[config.mk]
export PLATFORM = sky130hd
export DESIGN_NAME = sac_merge
export DESIGN_NICKNAME = d
export VERILOG_FILES = /design/src/rtl/core/sac_pkg.sv /design/src/rtl/core/sac_merge.sv
export SDC_FILE = /design/constraint.sdc
export NUM_CORES = 1
export LEC_CHECK = 0
export ABC_AREA = 0
export BUFFER_PORTS_ARGS = -buffer_cell sky130_fd_sc_hd__buf_2
export CORE_AREA = 2 2 69 104
export CTS_CLUSTER_DIAMETER = 60
export DETAILED_ROUTE_END_ITERATION = 8
export DIE_AREA = 0 0 71 106
export GPL_TIMING_DRIVEN = 0
export PLACE_DENSITY = 0.7
export SETUP_SLACK_MARGIN = 0.5
export SLEW_MARGIN = 25
export SYNTH_ARGS = -nofsm -noshare
export SYNTH_HDL_FRONTEND = slang
export SYNTH_SLANG_ARGS = --single-unit
[constraint.sdc]
create_clock -name aclk -period 13.06 [get_ports aclk]
set_input_delay 1.306 -clock aclk [delete_from_list [all_inputs] [get_ports aclk]]
set_output_delay 1.306 -clock aclk [all_outputs]
set_load 0.01 [all_outputs]
[src/rtl/core/sac_pkg.sv]
// Shared constants for the swept box collision core.
// No dependencies; imported by the merge stage and the top level.
package sac_pkg;

    localparam logic signed [1:0] NORM_NONE = 2'sb00;
    localparam logic signed [1:0] NORM_POS  = 2'sb01;
    localparam logic signed [1:0] NORM_NEG  = 2'sb11;

endpackage

[src/rtl/core/sac_merge.sv]
// Merge stage: combines both axis lanes into the hit decision and normal.
// Depends on sac_pkg for the normal codes; holds the output register.
module sac_merge #(
    parameter int FW = 16
) (
    input  logic                 aclk,
    input  logic                 en,
    input  logic signed [FW+3:0] x_in,
    input  logic signed [FW+3:0] x_out,
    input  logic signed [FW+3:0] y_in,
    input  logic signed [FW+3:0] y_out,
    input  logic                 dx_neg,
    input  logic                 dy_neg,
    output logic                 hit,
    output logic [FW:0]          contact_t,
    output logic signed [1:0]    face_x,
    output logic signed [1:0]    face_y
);
    import sac_pkg::*;

    localparam logic signed [FW+3:0] ONE_T = (FW + 4)'(1) << FW;

    logic signed [FW+3:0] tin, tout;
    logic                 x_last, hit_next;
    logic [FW:0]          entry_reg;
    logic                 hit_reg;
    logic signed [1:0]    nx_reg, ny_reg;

    always_comb begin
        x_last   = x_in > y_in;
        tin      = x_last ? x_in : y_in;
        tout     = (x_out < y_out) ? x_out : y_out;
        hit_next = !(tin > tout || (x_in[FW+3] && y_in[FW+3])
                     || x_in > ONE_T || y_in > ONE_T);
    end

    always_ff @(posedge aclk) begin
        if (en) begin
            hit_reg   <= hit_next;
            entry_reg <= hit_next ? tin[FW:0] : ONE_T[FW:0];
            nx_reg    <= (hit_next && x_last) ? (dx_neg ? NORM_POS : NORM_NEG) : NORM_NONE;
            ny_reg    <= (hit_next && !x_last) ? (dy_neg ? NORM_POS : NORM_NEG) : NORM_NONE;
        end
    end

    assign hit       = hit_reg;
    assign contact_t = entry_reg;
    assign face_x    = nx_reg;
    assign face_y    = ny_reg;

endmodule

Yosys cells after proc, flatten, opt, wreduce, memory -nomap -nowiden
Index checks and enable logic that the tools add are counted.
{"block": "op_classes", "n_lt_le_gt_ge": 5, "n_mux": 4, "n_reduce_logical": 8}
{"op": "20-bit by 18-bit greater-than comparator with 1-bit output (second input constant)", "count": 2}
{"op": "20-bit greater-than comparator", "count": 2}
{"op": "20-bit two-way mux", "count": 2}
{"op": "20-bit less-than comparator", "count": 1}
{"op": "2-bit two-way mux", "count": 2}
{"op": "1-bit logical AND", "count": 3}
{"op": "1-bit logical OR", "count": 3}
{"op": "1-bit zero test", "count": 2}
{"block": "word_totals", "reg_bits": 22, "inputBits": 84, "output_inout_bits": 22, "word_cells": 21}

Depth between registers and ports, before layout
Gate-level depths: netlist (run 1).
{"block": "logic_depth", "ltp_word": 8, "depth_mapped": 19, "depth_no_buf": 17}

Worst setup path after synthesis (run 1)
OpenSTA, ideal clock, no wires.
{"block": "synth_timing", "path_type": "input-to-reg", "start": "input port y_in[19]", "end": "register entry_reg[16] (netlist: contact_t[16]) (data pin)", "setup_time_ns": 0.259, "arrival_ns": 5.104, "required_time_ns": 12.801, "setup_slack_ns": 7.697, "stages": 18, "cell_sequence": "inv_1 > ha_1 > nand4_2 > nor4_2 > a21bo_2 > and4_4 > o21ai_4 > buf_8 > mux2_2 > ha_1 > nand4_1 > nor4_1 > a21boi_1 > a2111oi_2 > mux2i_1 > or3_4 > buf_2 > or2_1"}
{"block": "synth_via", "elab_chain_cells": 6, "word_cells_on_any_way": 8, "cone_classes": "order compare (3); mux (1); reduce/logical (4)"}
{"element": "from (decl)", "line_no": "sac_merge.sv:10", "text": "input logic signed [FW+3:0] y_in,"}
{"element": "20-bit greater-than comparator", "line_no": "sac_merge.sv:30", "text": "x_last = x_in > y_in;"}
{"element": "20-bit two-way mux", "line_no": "sac_merge.sv:31", "text": "tin = x_last ? x_in : y_in;"}
{"element": "20-bit greater-than comparator", "line_no": "sac_merge.sv:33", "text": "hit_next = !(tin > tout || (x_in[FW+3] && y_in[FW+3])"}
{"element": "1-bit logical OR", "line_no": "sac_merge.sv:33"}
{"element": "1-bit logical OR (2 in a row)", "line_no": "sac_merge.sv:34", "text": "|| x_in > ONE_T || y_in > ONE_T);"}
{"element": "to (signal assigned)", "line_no": "sac_merge.sv:40", "text": "entry_reg <= hit_next ? tin[FW:0] : ONE_T[FW:0];"}
{"element": "to (decl)", "line_no": "sac_merge.sv:25", "text": "logic [FW:0] entry_reg;"}
Several ways; a longest one is shown, not always the timed one.
A chain may end at the register's enable or synchronous reset.

Worst setup path in the final report (run 1)
Same ends and word-level chain as after synthesis.

==> results of run 1 <==
==> area by class of cell <==
class / instances / area share, %
Tap cell: 78 / 2.72
Clock inverter: 1 / 0.104
Clock buffer: 3 / 1.15
Sequential cell: 22 / 18.4
Timing Repair Buffer: 105 / 14.6
Multi-Input combinational cell: 230 / 57.0
Inverter: 43 / 4.49
Buffer: 6 / 1.50
==> cells by family (layout without fill, tap and decap cells) <==
| kind of cell | count (synthesis) | count (layout) | synth area share (%) |
|---|---|---|---|
| adders and majority gates | 60 | 60 | 25.7 |
| muxes | 41 | 41 | 16.4 |
| and+or+nand+nor | 77 | 77 | 15.9 |
| DFF | 22 | 22 | 22.6 |
| AOI/OAI and AO/OA | 52 | 52 | 12.1 |
| buffers and inverters | 49 | 158 | 7.36 |
==> cells in the final DEF (no fill, tap or decap), types with 2 or more instances in the layout <==
cell type    n
nor4_1       9
mux2_4      12
inv_1       43
mux2i_1     21
buf_2      108
edfxtp_1    22
a21o_1       5
nand4_1     11
clkbuf_8     3
o21a_1       3
nand2_1     11
and2b_1     10
nor2b_1     11
ha_1        60
mux2_2       8
nor3_1       7
and2_1       2
nor2_1       6
a21oi_1     20
nand3_1      2
o21ai_0      9
nor3b_1      2
a211oi_1     2
==> where the power goes <==
part	internal (mW)	switching (mW)
combinational	0.0710	0.0750
sequential	0.0856	0.00141
clock	0.0209	0.0204
total	0.178	0.0968
==> worst paths after layout <==
check	cells after the start	slack (ps)	to	start
worst max-delay path	19	7360	contact_t[16]	y_in[19]
worst min-delay path	2	1320	face_y[1]	dy_neg
==> per-layer routing <==
| layer | global-route usage (%) | wire length, um | vias up |
|---|---|---|---|
| met5 | 0 | 0 | - |
| met4 | 11.3 | 367 | 0 |
| met3 | 0.853 | 253 | 27 |
| met2 | 38.1 | 4120 | 77 |
| met1 | 20.0 | 2780 | 1258 |
| li1 | - | - | 1324 |
==> impl_metrics.yaml, run 1 <==
global_routing:
  grt_pass1_wl_mm: 11.8
  antenna_found_initial: 0
  grt_max_degree: 23
  grt_use_total_pct: 19.5
  overflow: 0
  grt_pass1_vias: 2676
timing:
  period_needed_ps: 5700
  fin_ws_ps: 7360
  hold_viol_final: 0
  setup_viol: 0
  drv_slew: 0
  fin_crit_sh_pct: 43.6
  fmax_mhz: 175
  fin_setup_tns_ps: 0
  rsz0062_at_grt: "false"
  finalHoldWorstSlack_ps: 1320
  relSlewSlack_pct: 67.6
  worstMarginPinSlew_ps: 485
critical_path:
  path_cells: "buf_2 -> inv_1 -> ha_1 -> nand4_2 -> nor4_2 -> a21bo_2 -> and4_4 -> o21ai_4 -> buf_8 -> mux2_2 -> ha_1 -> nand4_1 -> nor4_1 -> a21boi_1 -> a2111oi_2 -> mux2i_1 -> or3_4 -> buf_2 -> or2_1"
  crit_family: "simple AND/OR/NAND/NOR gates"
  crit_slowest_cell: "nor4_1"
  worstPathMaxFanout: 10
  critical_path_class: "in2reg"
  critPathCaptureType: "register"
  start_kind: "input pin"
  worst-path-buf-inv: 4
  required_ps: 13070
  arrival_ps: 5710
  max_stage_delay_ps: 380
clock_network:
  cts_resized: 0
  cts_made_buffers: 3
  cts.clk_slew.worst_paths_ps: 80
  clk_path_buf_depth: 2
  cts-root-buf: "clkbuf_8"
  h-tree-depth: 1
  cts_setup_buffers: 0
  tritoncts: "built"
  cts_hold_buf: 0
  cts_sinks: 22
power_and_ir_drop:
  ir_worst_vdd_uv: 25.9
  p_leak_nw: 1.92
  design_power_total_uw: 274
  power.density_nw_per_um2: 76.3
routing:
  first_pass_iters: 4
  dr_total_vias: 2686
  vias_per_cell: 5.50
  wl_per_cell_um: 15.4
  antenna_left: 0
  finalWirelength_mm: 7.52
  drc_errors: 0
  drt_iter0_markers: 146
die:
  initial_core_util_pct: 43.6
  rows: 37
  die-area_um2: 7530
  core_um2: 6710
  die_w_um: 71
  ios: 106
  dieHeight_um: 106
layout:
  fill_cells: 634
  final_util_pct: 53.5
  diodes: 0
  instances_no_fill: 488
  syn_to_final_growth_pct: 22.8
  multi_input_area_um2: 2050
  seq_area_um2: 661
  finalInstanceArea_um2: 3590
  largest_reg_flops: 17
  layout.nets: 555
  drive_gt1_share_pct: 34.6
logic_synthesis:
  postSynthAreaPerCell_um2: 9.72
  synth_edf_count: 22
  synth.most_common_cell: "ha_1"
  syn_nets: 445
  synthDominantCellAreaShare_pct: 25.7
  yosys_register_bits: 22
  synth_cell_types: 44
  synthArstFlopShare_pct: 0
  ys.flop_type: "edfxtp_1"
  synth_top_area_cell: "ha_1"
  yosys-top-cells-count: "60 x ha_1, 43 x inv_1, 22 x edfxtp_1"
  yosysWarnings: 0
  synthTopCellsByArea: "ha_1 26%, edfxtp_1 23%, mux2i_1 7.2%"
  seq_area_frac_synth_pct: 22.6
  netlist_area_um2: 2930
  synthCells: 301
run_status:
  outcome: "completed"
run:
  maxCapViolCount: 0
placed_design:
  dp.final_hpwl_mm: 6.73
  dpl.cell_count: 484
  portBuffers: 105
  gp_congestion: 0.890
  dp_slack_ps: 7060
  placed_cell_area_um2: 3550
worst_hold_path:
  hold_path_class: "in2reg"
Note: power is estimated with default switching activity, not from simulation.
==> run 2, diff against run 1 <==
--- a/config.mk
+++ b/config.mk
@@ -12,7 +12,7 @@
 export DETAILED_ROUTE_END_ITERATION = 8
 export DIE_AREA = 0 0 71 106
 export GPL_TIMING_DRIVEN = 0
-export PLACE_DENSITY = 0.7
+export PLACE_DENSITY = 0.73
 export SETUP_SLACK_MARGIN = 0.5
 export SLEW_MARGIN = 25
 export SYNTH_ARGS = -nofsm -noshare
==> constraint.sdc (replaced) <==
create_clock -name aclk -period 5 [get_ports aclk]
set_input_delay 0.5 -clock aclk [delete_from_list [all_inputs] [get_ports aclk]]
set_output_delay 0.5 -clock aclk [all_outputs]
set_load 0.01 [all_outputs]
==> run 2 against run 1 <==
Highest routed layer unchanged. Setup slack worse by 7000 ps. Sequential power increased to 2.6 times the previous value. Non-clock buffer count grew 18. Combinational power grew to 3.6 times the previous value. First-iteration DRC count is 64% higher. Global-route usage increased by 2.0 points. Critical path type unchanged. Cell count increased by 3.7%. Clock-buffer cell count is the same. Clock power grew to 3.9 times the previous value.
==> impl_metrics.yaml, run 2 (synthesis gave the netlist of run 1 again) <==
layout:
  largest_reg_flops: 17
  drive_gt1_share_pct: 47.0
  multi_input_area_um2: 2420
  fill_cells: 521
  diodes: 0
  seq_area_um2: 661
  final_common_cell: "buf_2"
  mostFrequentLayoutCells: "93 x buf_2, 36 x ha_1, 35 x inv_1"
  instances_no_fill: 506
  layout.nets: 573
  syn_to_final_growth_pct: 47.0
critical_path:
  required_ps: 5010
  worstPathMaxFanout: 6
  path_cells: "buf_8 -> inv_4 -> ha_4 -> nand4_1 -> nor4_4 -> a21bo_2 -> and4_4 -> o21ai_4 -> buf_12 -> buf_12 -> mux2_4 -> ha_4 -> nand4_1 -> nor4_2 -> a21boi_2 -> a2111oi_4 -> mux2i_1 -> or3_4 -> buf_6 -> or2_1"
  crit_slowest_cell: "nor4_4"
  critPathCaptureType: "register"
  arrival_ps: 4690
  critical_path_class: "in2reg"
  start_kind: "input pin"
  max_stage_delay_ps: 380
clock_network:
  cts_sinks: 22
  cts_hold_buf: 0
  tritoncts: "built"
  cts-root-buf: "clkbuf_8"
  h-tree-depth: 1
  cts.clk_slew.worst_paths_ps: 80
  cts_made_buffers: 3
  clk_path_buf_depth: 2
routing:
  antenna_left: 0
  vias_per_cell: 5.70
  dr_total_vias: 2885
  wl_per_cell_um: 17.9
  first_pass_iters: 5
  drt_iter0_markers: 240
  finalWirelength_mm: 9.07
  drc_errors: 0
global_routing:
  grt_pass1_wl_mm: 12.9
  antenna_found_initial: 0
  grt_use_total_pct: 21.5
  overflow: 0
  grt_pass1_vias: 2850
  grt_max_degree: 23
timing:
  hold_viol_final: 0
  fmax_mhz: 214
  worstMarginPinSlew_ps: 458
  finalHoldWorstSlack_ps: 511
  period_needed_ps: 4680
  relSlewSlack_pct: 68.6
  setup_viol: 0
  fin_crit_sh_pct: 93.6
  fin_ws_ps: 322
  rsz0062_at_grt: "true"
  fin_setup_tns_ps: 0
  drv_slew: 0
die:
  die_w_um: 71
  ios: 106
  core_um2: 6710
  rows: 37
  die-area_um2: 7530
  dieHeight_um: 106
  initial_core_util_pct: 43.6
placed_design:
  portBuffers: 105
  dp_slack_ps: -88.6
  dp.final_hpwl_mm: 6.68
  gp_congestion: 0.884
  dpl.cell_count: 484
power_and_ir_drop:
  ir_worst_vdd_uv: 136
  p_leak_nw: 2.10
  power.density_nw_per_um2: 211
  design_power_total_uw: 908
worst_hold_path:
  hold_path_class: "in2reg"
run_status:
  outcome: "completed"
run:
  maxCapViolCount: 0
[run 2: cell types whose count changed in the layout (fill, tap and decap cells not counted), moves of 3 or more]
| cell | before | now |
|---|---|---|
| ha_1 | 60 | 36 |
| ha_4 | 0 | 24 |
| buf_2 | 108 | 93 |
| buf_6 | 0 | 15 |
| buf_4 | 0 | 13 |
| inv_1 | 43 | 35 |
| inv_2 | 0 | 5 |
| buf_12 | 1 | 4 |
| inv_4 | 0 | 3 |
| mux2_2 | 8 | 5 |
| mux2_4 | 12 | 15 |
[run 2: area by class of cell]
class / count / area share [%]
Sequential cell: 22 / 15.4
Clock buffer: 3 / 0.960
Tap cell: 78 / 2.27
Buffer: 6 / 1.54
Clock inverter: 1 / 0.698
Inverter: 43 / 3.93
Timing Repair Buffer: 123 / 19.0
Multi-Input combinational cell: 230 / 56.2
[run 2: path summary, 6_finish.rpt]
kind | depth (start not counted) | slack, ps | to | startpoint
max | 20 | 320 | contact_t[16] | y_in[7]
min | 2 | 510 | face_x[1] | dx_neg
[run 2: routing by layer]
metal | vias up | GRT usage (%) | wire, um
met2 | 106 | 42.5 | 5110
met1 | 1363 | 20.5 | 3020
met5 | - | 0 | 0
met4 | 0 | 13.9 | 575
met3 | 48 | 1.42 | 363
li1 | 1368 | - | -
[run 2: through the flow]
step | cell area [um^2] | utilization (%)
floorplan | 2940 | -
global route | 4300 | 64.1
global placement | 3560 | 53.0
detailed placement | 3560 | 53.0
finish | 4300 | 64.1
CTS | 4110 | 61.2
[run 2: repair_timing]
action                                 CTS  global route
buffers inserted                        12             5
pin swaps                               21            19
setup endpoints to repair               20            22
endpoints found under the hold margin    0             0
gates cloned                             1             0
gates resized for setup                 51            37
[run 2: worst max-delay path, delay by kind of cell]
kind | cells | cell delay [ps]
AO/OA/AOI/OAI | 4 | 820
adder cells (fa/ha/maj) | 2 | 540
buffers and inverters | 5 | 530
multiplexers | 2 | 470
AND/OR/NAND/NOR | 7 | 1810
[run 2: power by group]
group / switching, mW / internal (mW) / total, mW
Clock: 0.0553 / 0.107 / 0.162
Sequential: 0.00347 / 0.224 / 0.227
Combinational: 0.248 / 0.270 / 0.519
