File: src/rtl/core/sac_div.sv
// Pipelined restoring divider giving one signed Q.FW time per word.
// One quotient bit per stage, saturating at 2.0; no package dependency.
module sac_div #(
    parameter int CW = 32,
    parameter int FW = 16
) (
    input  logic                 aclk,
    input  logic [FW:0]          en,
    input  logic [CW:0]          ad,
    input  logic [CW-1:0]        av,
    input  logic                 neg,
    input  logic                 zero,
    output logic signed [FW+3:0] t
);

    localparam int TW = FW + 4;

    logic [CW:0]   rem_reg  [FW+1];
    logic [CW:0]   rem_next [FW+1];
    logic [FW:0]   q_reg    [FW+1];
    logic [FW:0]   q_next   [FW+1];
    logic [CW-1:0] av_reg   [FW+1];
    logic [FW:0]   neg_reg;
    logic [FW:0]   sat_reg;
    logic [FW:0]   zero_reg;
    logic          sat_next;
    logic [CW:0]   sh       [FW+1];
    logic [FW:0]   bit_q;
    logic [TW-1:0] mag;

    always_comb begin
        sat_next    = ad >= {av, 1'b0};
        sh[0]       = ad;
        bit_q[0]    = sh[0] >= {1'b0, av};
        rem_next[0] = bit_q[0] ? sh[0] - {1'b0, av} : sh[0];
        q_next[0]   = {{FW{1'b0}}, bit_q[0]};
        for (int k = 1; k <= FW; k++) begin
            sh[k]       = {rem_reg[k-1][CW-1:0], 1'b0};
            bit_q[k]    = sh[k] >= {1'b0, av_reg[k-1]};
            rem_next[k] = bit_q[k] ? sh[k] - {1'b0, av_reg[k-1]} : sh[k];
            q_next[k]   = {q_reg[k-1][FW-1:0], bit_q[k]};
        end
    end

    always_ff @(posedge aclk) begin
        if (en[0]) begin
            rem_reg[0]  <= rem_next[0];
            q_reg[0]    <= q_next[0];
            av_reg[0]   <= av;
            neg_reg[0]  <= neg;
            sat_reg[0]  <= sat_next;
            zero_reg[0] <= zero;
        end
        for (int k = 1; k <= FW; k++) begin
            if (en[k]) begin
                rem_reg[k]  <= rem_next[k];
                q_reg[k]    <= q_next[k];
                av_reg[k]   <= av_reg[k-1];
                neg_reg[k]  <= neg_reg[k-1];
                sat_reg[k]  <= sat_reg[k-1];
                zero_reg[k] <= zero_reg[k-1];
            end
        end
    end

    always_comb begin
        mag = sat_reg[FW] ? (TW'(1) << (FW + 1)) : TW'(q_reg[FW]);
        if (zero_reg[FW]) begin
            t = neg_reg[FW] ? {1'b1, {(TW-1){1'b0}}} : {1'b0, {(TW-1){1'b1}}};
        end else begin
            t = neg_reg[FW] ? -mag : mag;
        end
    end

endmodule

File: src/rtl/core/sac_axis.sv
// One axis lane: entry and exit distances, then two dividers for the times.
// Uses sac_div; no package dependency.
module sac_axis #(
    parameter int CW = 32,
    parameter int FW = 16
) (
    input  logic                 aclk,
    input  logic [FW+1:0]        en,
    input  logic [CW-1:0]        v,
    input  logic [CW-1:0]        bmin,
    input  logic [CW-1:0]        bmax,
    input  logic [CW-1:0]        omin,
    input  logic [CW-1:0]        omax,
    output logic signed [FW+3:0] t_in,
    output logic signed [FW+3:0] t_out,
    output logic                 dist_neg
);

    logic signed [CW:0] a_lo, a_hi, d_in, d_out;
    logic               vpos, vzero;
    logic [CW:0]        ad_in_reg, ad_out_reg;
    logic [CW-1:0]      av_reg;
    logic               neg_in_reg, neg_out_reg, zero_reg;
    logic [FW+1:0]      dneg_reg;

    always_comb begin
        vzero = v == '0;
        vpos  = !v[CW-1] && !vzero;
        a_lo  = $signed({omin[CW-1], omin}) - $signed({bmax[CW-1], bmax});
        a_hi  = $signed({omax[CW-1], omax}) - $signed({bmin[CW-1], bmin});
        d_in  = vpos ? a_lo : a_hi;
        d_out = vpos ? a_hi : a_lo;
    end

    always_ff @(posedge aclk) begin
        if (en[0]) begin
            ad_in_reg   <= d_in[CW] ? -d_in : d_in;
            ad_out_reg  <= d_out[CW] ? -d_out : d_out;
            av_reg      <= v[CW-1] ? -v : v;
            neg_in_reg  <= vzero | (d_in[CW] ^ v[CW-1]);
            neg_out_reg <= !vzero & (d_out[CW] ^ v[CW-1]);
            zero_reg    <= vzero;
            dneg_reg[0] <= d_in[CW];
        end
        for (int k = 1; k <= FW + 1; k++) begin
            if (en[k]) begin
                dneg_reg[k] <= dneg_reg[k-1];
            end
        end
    end

    sac_div #(.CW(CW), .FW(FW)) u_div_in (
        .aclk (aclk),
        .en   (en[FW+1:1]),
        .ad   (ad_in_reg),
        .av   (av_reg),
        .neg  (neg_in_reg),
        .zero (zero_reg),
        .t    (t_in)
    );

    sac_div #(.CW(CW), .FW(FW)) u_div_out (
        .aclk (aclk),
        .en   (en[FW+1:1]),
        .ad   (ad_out_reg),
        .av   (av_reg),
        .neg  (neg_out_reg),
        .zero (zero_reg),
        .t    (t_out)
    );

    assign dist_neg = dneg_reg[FW+1];

endmodule

File: config.mk
export PLATFORM = sky130hd
export DESIGN_NAME = sac_axis
export DESIGN_NICKNAME = d
export VERILOG_FILES = /design/src/rtl/core/sac_div.sv /design/src/rtl/core/sac_axis.sv
export SDC_FILE = /design/constraint.sdc
export NUM_CORES = 2
export LEC_CHECK = 0
export BUFFER_PORTS_ARGS = -buffer_cell sky130_fd_sc_hd__buf_4
export CORE_MARGIN = 2
export CORE_UTILIZATION = 65
export CTS_CLUSTER_SIZE = 12
export DETAILED_ROUTE_END_ITERATION = 10
export MAX_ROUTING_LAYER = met4
export PLACE_DENSITY_LB_ADDON = 0.25
export SETUP_SLACK_MARGIN = 0.05
export SLEW_MARGIN = 20
export SYNTH_ARGS = -nofsm -noshare
export SYNTH_HDL_FRONTEND = slang
export SYNTH_SLANG_ARGS = --single-unit
File: constraint.sdc
create_clock -name aclk -period 6.42 [get_ports aclk]
set_clock_uncertainty 0.05 [all_clocks]
set_input_delay 1.284 -clock aclk [delete_from_list [all_inputs] [get_ports aclk]]
set_output_delay 1.284 -clock aclk [all_outputs]
set_load 0.02 [all_outputs]
* Word-level counts from Yosys, hierarchy flattened
Memory sizes are Yosys's and may differ from the RTL's.
Index checks and enable logic that the tools add are counted.
W data, S select, Z words.
** Word-level totals
- RAM bits :: 2788
- Output and inout port bits :: 41
- Bits in registers :: 204
- Input bits :: 179
- Memories kept :: 6
- Logic and storage cells :: 284
** Memory list
- u_div_in.rem_reg :: depth 17, width 33, rd ports 16, clocked after Yosys merged registers in 0, write ports 17, line sac_div.sv:18 : logic [CW:0] rem_reg [FW+1];
- u_div_out.rem_reg :: depth 17, width 33, rd ports 16, clocked after Yosys merged registers in 0, write ports 17, line sac_div.sv:18
- u_div_in.av_reg :: depth 17, width 32, rd ports 16, clocked after Yosys merged registers in 0, write ports 17, line sac_div.sv:22 : logic [CW-1:0] av_reg [FW+1];
- u_div_out.av_reg :: depth 17, width 32, rd ports 16, clocked after Yosys merged registers in 0, write ports 17, line sac_div.sv:22
- u_div_in.q_reg :: depth 17, width 17, rd ports 17, clocked after Yosys merged registers in 0, write ports 17, line sac_div.sv:20 : logic [FW:0] q_reg [FW+1];
- u_div_out.q_reg :: depth 17, width 17, rd ports 17, clocked after Yosys merged registers in 0, write ports 17, line sac_div.sv:20
** Operators by class
- Order comparisons :: 36
- Bitwise logic cells :: 4
- Muxes and demuxes :: 81
- $add $sub $neg :: 41
- Reduce and logical (&&, ||, !) cells :: 4
** Operators with widths (count)
- $mux W33 :: 36
- $ge A33 B32 Y1 :: 34
- $sub A33 B32 Y33 :: 34
- $mux W20 :: 6
- $ge A33 B33 Y1 :: 2
- $neg A33 Y33 :: 2
- $sub A32 B32 Y33 :: 2
- $mux W32 :: 2
- $neg A20 Y20 :: 2
- $mux W18 :: 2
- $mux W1 :: 34
- $logic_not A32 Y1 :: 1
- $neg A32 Y32 :: 1
- $mux W31 :: 1
- $logic_not A1 Y1 :: 2
- $xor A1 B1 Y1 :: 2
- $and A1 B1 Y1 :: 1
- $logic_and A1 B1 Y1 :: 1
- $or A1 B1 Y1 :: 1

* Longest topological paths before layout
- Depth after elaboration :: 6
- Mapped depth :: 22
- Depth with buffers taken out :: 16

* Modules after synthesis
From an unflattened synthesis, not the netlist that was laid out.
** Unflattened totals
- Cell total of the unflattened synthesis :: 14591
- Area, all modules :: 156724.1 um^2
** By module, submodules not included
- sac_div (u_div_in) :: instances 1, area an instance 72971.2 um^2, seq. area each 36875.4 um^2, cells an instance 6602
- sac_div (u_div_out) :: instances 1, area an instance 72610.9 um^2, seq. area each 36875.4 um^2, cells an instance 6697
- sac_axis :: instances 1, area an instance 11141.9 um^2, seq. area each 3573.4 um^2, cells an instance 1292

* Least setup slack after synthesis
Ideal clock, no wire load.
- Path type :: input port to flip-flop
- Start point :: in v[8]
- End point :: reg ad_in_reg[26] (data pin)
- Setup time :: 0.266 ns
- Arrival time :: 5.535 ns
- Cell stages on the path :: 20
- Path slack :: 0.569 ns
- Data required time :: 6.104 ns
- Path buffers :: 6
- Path through :: or4_1 > or3_1 > or3_1 > buf_6 > o21a_4 > buf_6 > buf_6 > buf_2 > buf_1 > buf_1 > mux2i_1 > inv_1 > ha_1 > nand2b_1 > nor4_1 > o22ai_4 > a2111oi_4 > and2b_4 > a31oi_1 > xnor2_1
** Between the ends
- Word-level cells in the longest chain between the ends :: 6
** Ends and longest elaborated chain
- start: declaration :: line sac_axis.sv:9 : input logic [CW-1:0] v,
- $logic_not A32 Y1 :: line sac_axis.sv:27 : vzero = v == '0;
- $logic_not A1 Y1 :: line sac_axis.sv:28 : vpos = !v[CW-1] && !vzero;
- $logic_and A1 B1 Y1 :: line sac_axis.sv:28
- $mux W33 :: line sac_axis.sv:31 : d_in = vpos ? a_lo : a_hi;
- named net d_in[0] :: line sac_axis.sv:19 : logic signed [CW:0] a_lo, a_hi, d_in, d_out;
- $neg A33 Y33 :: line sac_axis.sv:37 : ad_in_reg <= d_in[CW] ? -d_in : d_in;
- $mux W32 :: line sac_axis.sv:37
- end signal: assignment :: line sac_axis.sv:37
- end: declaration :: line sac_axis.sv:21 : logic [CW:0] ad_in_reg, ad_out_reg;
The timed path passes the listed nets, and every way through them passes these cells.
A chain may end at the register's enable or synchronous reset.

* Worst setup path in the final report
- Start point :: reg u_div_in.sat_reg[16]
- End point :: out t_in[16]
** Between the ends
- Word-level cells in the longest chain between the ends :: 4
** Ends and longest elaborated chain
- start: declaration :: line sac_div.sv:24 : logic [FW:0] sat_reg;
- start signal: indexed assignment :: line sac_div.sv:60 : sat_reg[k] <= sat_reg[k-1];
- $mux W18 * :: line sac_div.sv:67 : mag = sat_reg[FW] ? (TW'(1) << (FW + 1)) : TW'(q_reg[FW]);
- $neg A20 Y20 :: line sac_div.sv:71 : t = neg_reg[FW] ? -mag : mag;
- $mux W20 * :: line sac_div.sv:71
- $mux W20 * :: line sac_div.sv:68 : if (zero_reg[FW]) begin
- end: declaration :: line sac_axis.sv:14 : output logic signed [FW+3:0] t_in,
Mark *: on every way between the ends. The rest lies on a longest branch, timed or not.

==> summary.md <==
The flow ran to the end, and the final reports show no timing, DRC or antenna violations. For the number of maximum-capacitance constraint violations, the log shows 0. In this run the cell area measured after placement is 0.1404 mm^2. The remaining antenna violation count after routing was 0; the starting density of the core was 65.38%. For the final wirelength, the log shows 413300 um.

The clock network power share was 15.1%. For the total clock buffers created by CTS, the log shows 213. The logs give 16.17% for the worst slew slack as a fraction of its limit and 0.1470 mm^2 for the final instance area. Counting distinct cell types in the post-synthesis netlist gives 103. In this run the worst hold path is classified as register to register. Number of antenna violations at the first check in global routing: 18.

The layout cell share with drive strength beyond 1 is 9.915%. For the worst setup path, the data arrival time is 4.60 ns. The floorplan has 167 rows.

The die covers 0.2119 mm^2. The multi-input combinational cells in the finished layout cover a total of 0.06941 mm^2. The die is 460.4 um wide. The clock reaches the later pin of the worst-skew pair after 0.88 ns.

Setup repair after global routing left no endpoint under its margin. The kind of critical path is register to output port. The most used flip-flop cell after synthesis is sky130_fd_sc_hd__edfxtp_1.

The average cell area after synthesis is 10.58 um^2, and the half-perimeter wire length of the detailed placement result is 322800 um. After detailed routing, the number of vias per cell comes to 6.670. Buffers placed on the I/O ports in this run total 219. Once routing completed, OpenROAD measured the worst setup slack at 0.4904 ns.

For this block, the via count after detailed routing is 106.6k. After clock tree synthesis, the repair step resized 0 gates. In the final timing run, aggregate negative setup slack is 0 ns.

In the synthesized netlist, the number of instances is 12.79k. Yosys mapped a number of flops with a built-in enable equal to 2046. For the post-route DRC violation count, the log shows 0. The shortest clock period the worst path allows after layout was 5.930 ns. In this run the worst setup path begins at u_div_in.sat_reg[16]$_DFFE_PP_. The area growth from synthesis to layout is 8.616%. For this run the aggregate overflow at the end of global routing stands at 0. The maximum level of the CTS H-tree is 4, and the post-CTS setup repair buffer count is 0. TritonCTS built the clock tree. For the worst flop-to-flop path, the logic depth is 13. The endpoint identified for the worst register-to-register timing path is u_div_out.rem_reg[0][237]$_DFFE_PP_. Final hold analysis gives a worst-case slack of 0.3603 ns. In this run the worst path has a maximum fanout of 21.

Register cell area after layout: 0.06144 mm^2. For this block, the initial DRC count from the detailed router was 12.90k. The final-stage net count is 14.49k, and the clock-pin slew of the registers on the worst-case setup and hold paths is 0.06 ns.

The share of the Yosys chip area taken by registers is 45.38%. For this design the total switching power over the nets is 0.03351 W. For this run, the detailed router's first-pass iteration total came to 8.

The slew at the pin closest to its max-slew limit came out at 1.246 ns. The run gives 135 as the pin count of the biggest net entering global routing. The post-synthesis sequential element count was 2046. The height of the chip was 460.4 um; the area of the mapped netlist was 0.1354 mm^2. The logs give 168.6 MHz for the maximum clock rate and 60.51 nW for the cell leakage power. The tools report the endpoint of the most critical setup path as t_in[16]. The clock tree buffer depth was 3.

The element type at the critical path start is a register. The worst path uses 92.36% of the clock period. Count of pins over their slew limit: 0. The congestion estimate from routability-driven global placement came to 1.071. The tree is rooted in a sky130_fd_sc_hd__clkbuf_16. The run gives 31.4% as the sequential cell fraction of total power. The run gives 0 as the total of endpoints with negative setup slack in the final report. In this run switching power makes up 42.03% of total power. CTS saw 2046 sinks. When the netlist entered floorplanning its net count stood at 14.22k.

The run gives 0.04622 W as the internal power consumption. Data on the critical path is required at its endpoint by 5.09 ns. For the number of ports placed on the die boundary, the log shows 220. In this run the critical register-to-register path is launched from u_div_in.av_reg[0][193]$_DFFE_PP_. Global routing used 39.33% of the available tracks across all layers. The final-report hold violation count is 0.

Leaving out fill and tap cells, the most frequent cell in the layout is sky130_fd_sc_hd__edfxtp_1. The number of warnings reported in the yosys synthesis log came out at 0. The worst setup path is captured at an output port. The worst setup timing slack at the placement stage is 0.6802 ns. The average wire per standard cell is 25.86 um, and the fraction of registers with async set/reset is 0%.

The run gives 0.0005081 V as the worst IR drop on VDD. Via count of the first global-routing pass: 103.0k. The first global-routing pass estimated 615800 um of wire.

Per report_power, the combinational group accounts for 53.5% of the total. Counting the fill cells in the layout gives 14.52k. For the flop-to-flop setup slack, the log shows 1.04 ns.

Hold repair after CTS inserted 0 buffers. Dividing total power by cell area gives a power density of 542.3 mW/mm^2. In this run the standard cell core region covers 0.2071 mm^2. The top cell types in the final layout, fill and taps aside, are sky130_fd_sc_hd__edfxtp_1, sky130_fd_sc_hd__ha_1, sky130_fd_sc_hd__a21oi_1.
## worst max-delay path, cell delays in order (launching register included)
cell	delay, ns
sky130_fd_sc_hd__edfxtp_1	0.79
sky130_fd_sc_hd__clkinv_1	0.65
sky130_fd_sc_hd__nand2_1	0.26
sky130_fd_sc_hd__ha_1	0.20
sky130_fd_sc_hd__o21ai_0	0.16
sky130_fd_sc_hd__or3_1	0.48
sky130_fd_sc_hd__o21ai_0	0.46
sky130_fd_sc_hd__o31ai_1	0.23
sky130_fd_sc_hd__nor2_1	0.15
sky130_fd_sc_hd__nor2_1	0.06
sky130_fd_sc_hd__nor2_1	0.10
sky130_fd_sc_hd__buf_4	0.16
## power by group through the flow
stage	clock [W]	sequential (W)	combinational, W
3_5_place_dp	0	0.0249	0.0409
3_3_place_gp	0	0.0249	0.0397
4_1_cts	0.0121	0.0248	0.0415
5_1_grt	0.0126	0.0251	0.0460
6_report	0.0120	0.0250	0.0427
2_1_floorplan	0	0.0229	0.0305
## final cells by class
class / count / share of cell area, %
timing repair buffer: 298 / 1.641
sequential: 2046 / 41.78
multi-input combinational: 9499 / 47.21
clock inverter: 95 / 0.6484
clock buffer: 249 / 3.789
tap: 2788 / 2.372
antenna: 11 / 0.01872
inverter: 995 / 2.540
## layer usage
metal / routed length (um) / up-vias / track usage (%)
met4: 23710 / 0 / 18.93
met2: 192200 / 6003 / 62.48
met3: 37880 / 1291 / 6.560
li1: - / 48120 / -
met1: 159500 / 51180 / 49.11
met5: 0 / - / -
## through the flow
stage	cells	util (%)	power (W)
2_1_floorplan	12790	-	0.05342
3_3_place_gp	15620	67.80	0.06461
3_5_place_dp	15620	67.80	0.06585
4_1_cts	15970	70.95	0.07832
5_1_grt	15980	71.01	0.08370
6_report	15980	71.01	0.07973
## cells in the mapped netlist (82+ instances only)
master / instances / share of area, %
sky130_fd_sc_hd__mux2_2: 575 / 4.8
sky130_fd_sc_hd__o21bai_1: 130 / 0.72
sky130_fd_sc_hd__a21oi_1: 1118 / 4.1
sky130_fd_sc_hd__or3_1: 86 / 0.40
sky130_fd_sc_hd__and3_1: 82 / 0.38
sky130_fd_sc_hd__nand2_1: 742 / 2.1
sky130_fd_sc_hd__nor3_1: 202 / 0.75
sky130_fd_sc_hd__nand2b_1: 172 / 0.79
sky130_fd_sc_hd__o21a_1: 153 / 0.85
sky130_fd_sc_hd__nor2b_1: 160 / 0.74
sky130_fd_sc_hd__ha_1: 1219 / 11
sky130_fd_sc_hd__o21ai_0: 700 / 2.6
sky130_fd_sc_hd__o31ai_1: 82 / 0.45
sky130_fd_sc_hd__inv_1: 991 / 2.7
sky130_fd_sc_hd__a21o_1: 595 / 3.3
sky130_fd_sc_hd__xor2_1: 312 / 2.0
sky130_fd_sc_hd__edfxtp_1: 2046 / 45
sky130_fd_sc_hd__clkbuf_1: 193 / 0.54
sky130_fd_sc_hd__a211oi_1: 99 / 0.55
sky130_fd_sc_hd__nand3_1: 229 / 0.85
sky130_fd_sc_hd__a31oi_1: 146 / 0.67
sky130_fd_sc_hd__nor2_1: 879 / 2.4
sky130_fd_sc_hd__xnor2_1: 627 / 4.1
sky130_fd_sc_hd__nand4_1: 177 / 0.82
## worst min-delay path by stage
stage,from,endpoint,slack (ns),cells past startpoint
detailed placement,dneg_reg[7]$_DFFE_PP_,dneg_reg[8]$_DFFE_PP_,0.35,0
floorplan,dneg_reg[9]$_DFFE_PP_,dneg_reg[10]$_DFFE_PP_,0.35,0
global placement,dneg_reg[4]$_DFFE_PP_,dneg_reg[5]$_DFFE_PP_,0.35,0
global route,u_div_out.neg_reg[9]$_DFFE_PP_,u_div_out.neg_reg[10]$_DFFE_PP_,0.36,0
finish,u_div_in.neg_reg[13]$_DFFE_PP_,u_div_in.neg_reg[14]$_DFFE_PP_,0.36,0
CTS,u_div_out.neg_reg[9]$_DFFE_PP_,u_div_out.neg_reg[10]$_DFFE_PP_,0.36,0
## logic make-up after synthesis
group	count (synthesis)	synth area share [%]
DFF	2046	45.38
buffers and inverters	1247	3.507
muxes	637	5.241
adders and majority gates	1253	11.77
and+or+nand+nor	3078	11.12
AOI/OAI and AO/OA	3592	16.91
xor gates and xnor gates	939	6.075
Note: power is estimated with default switching activity, not from simulation.
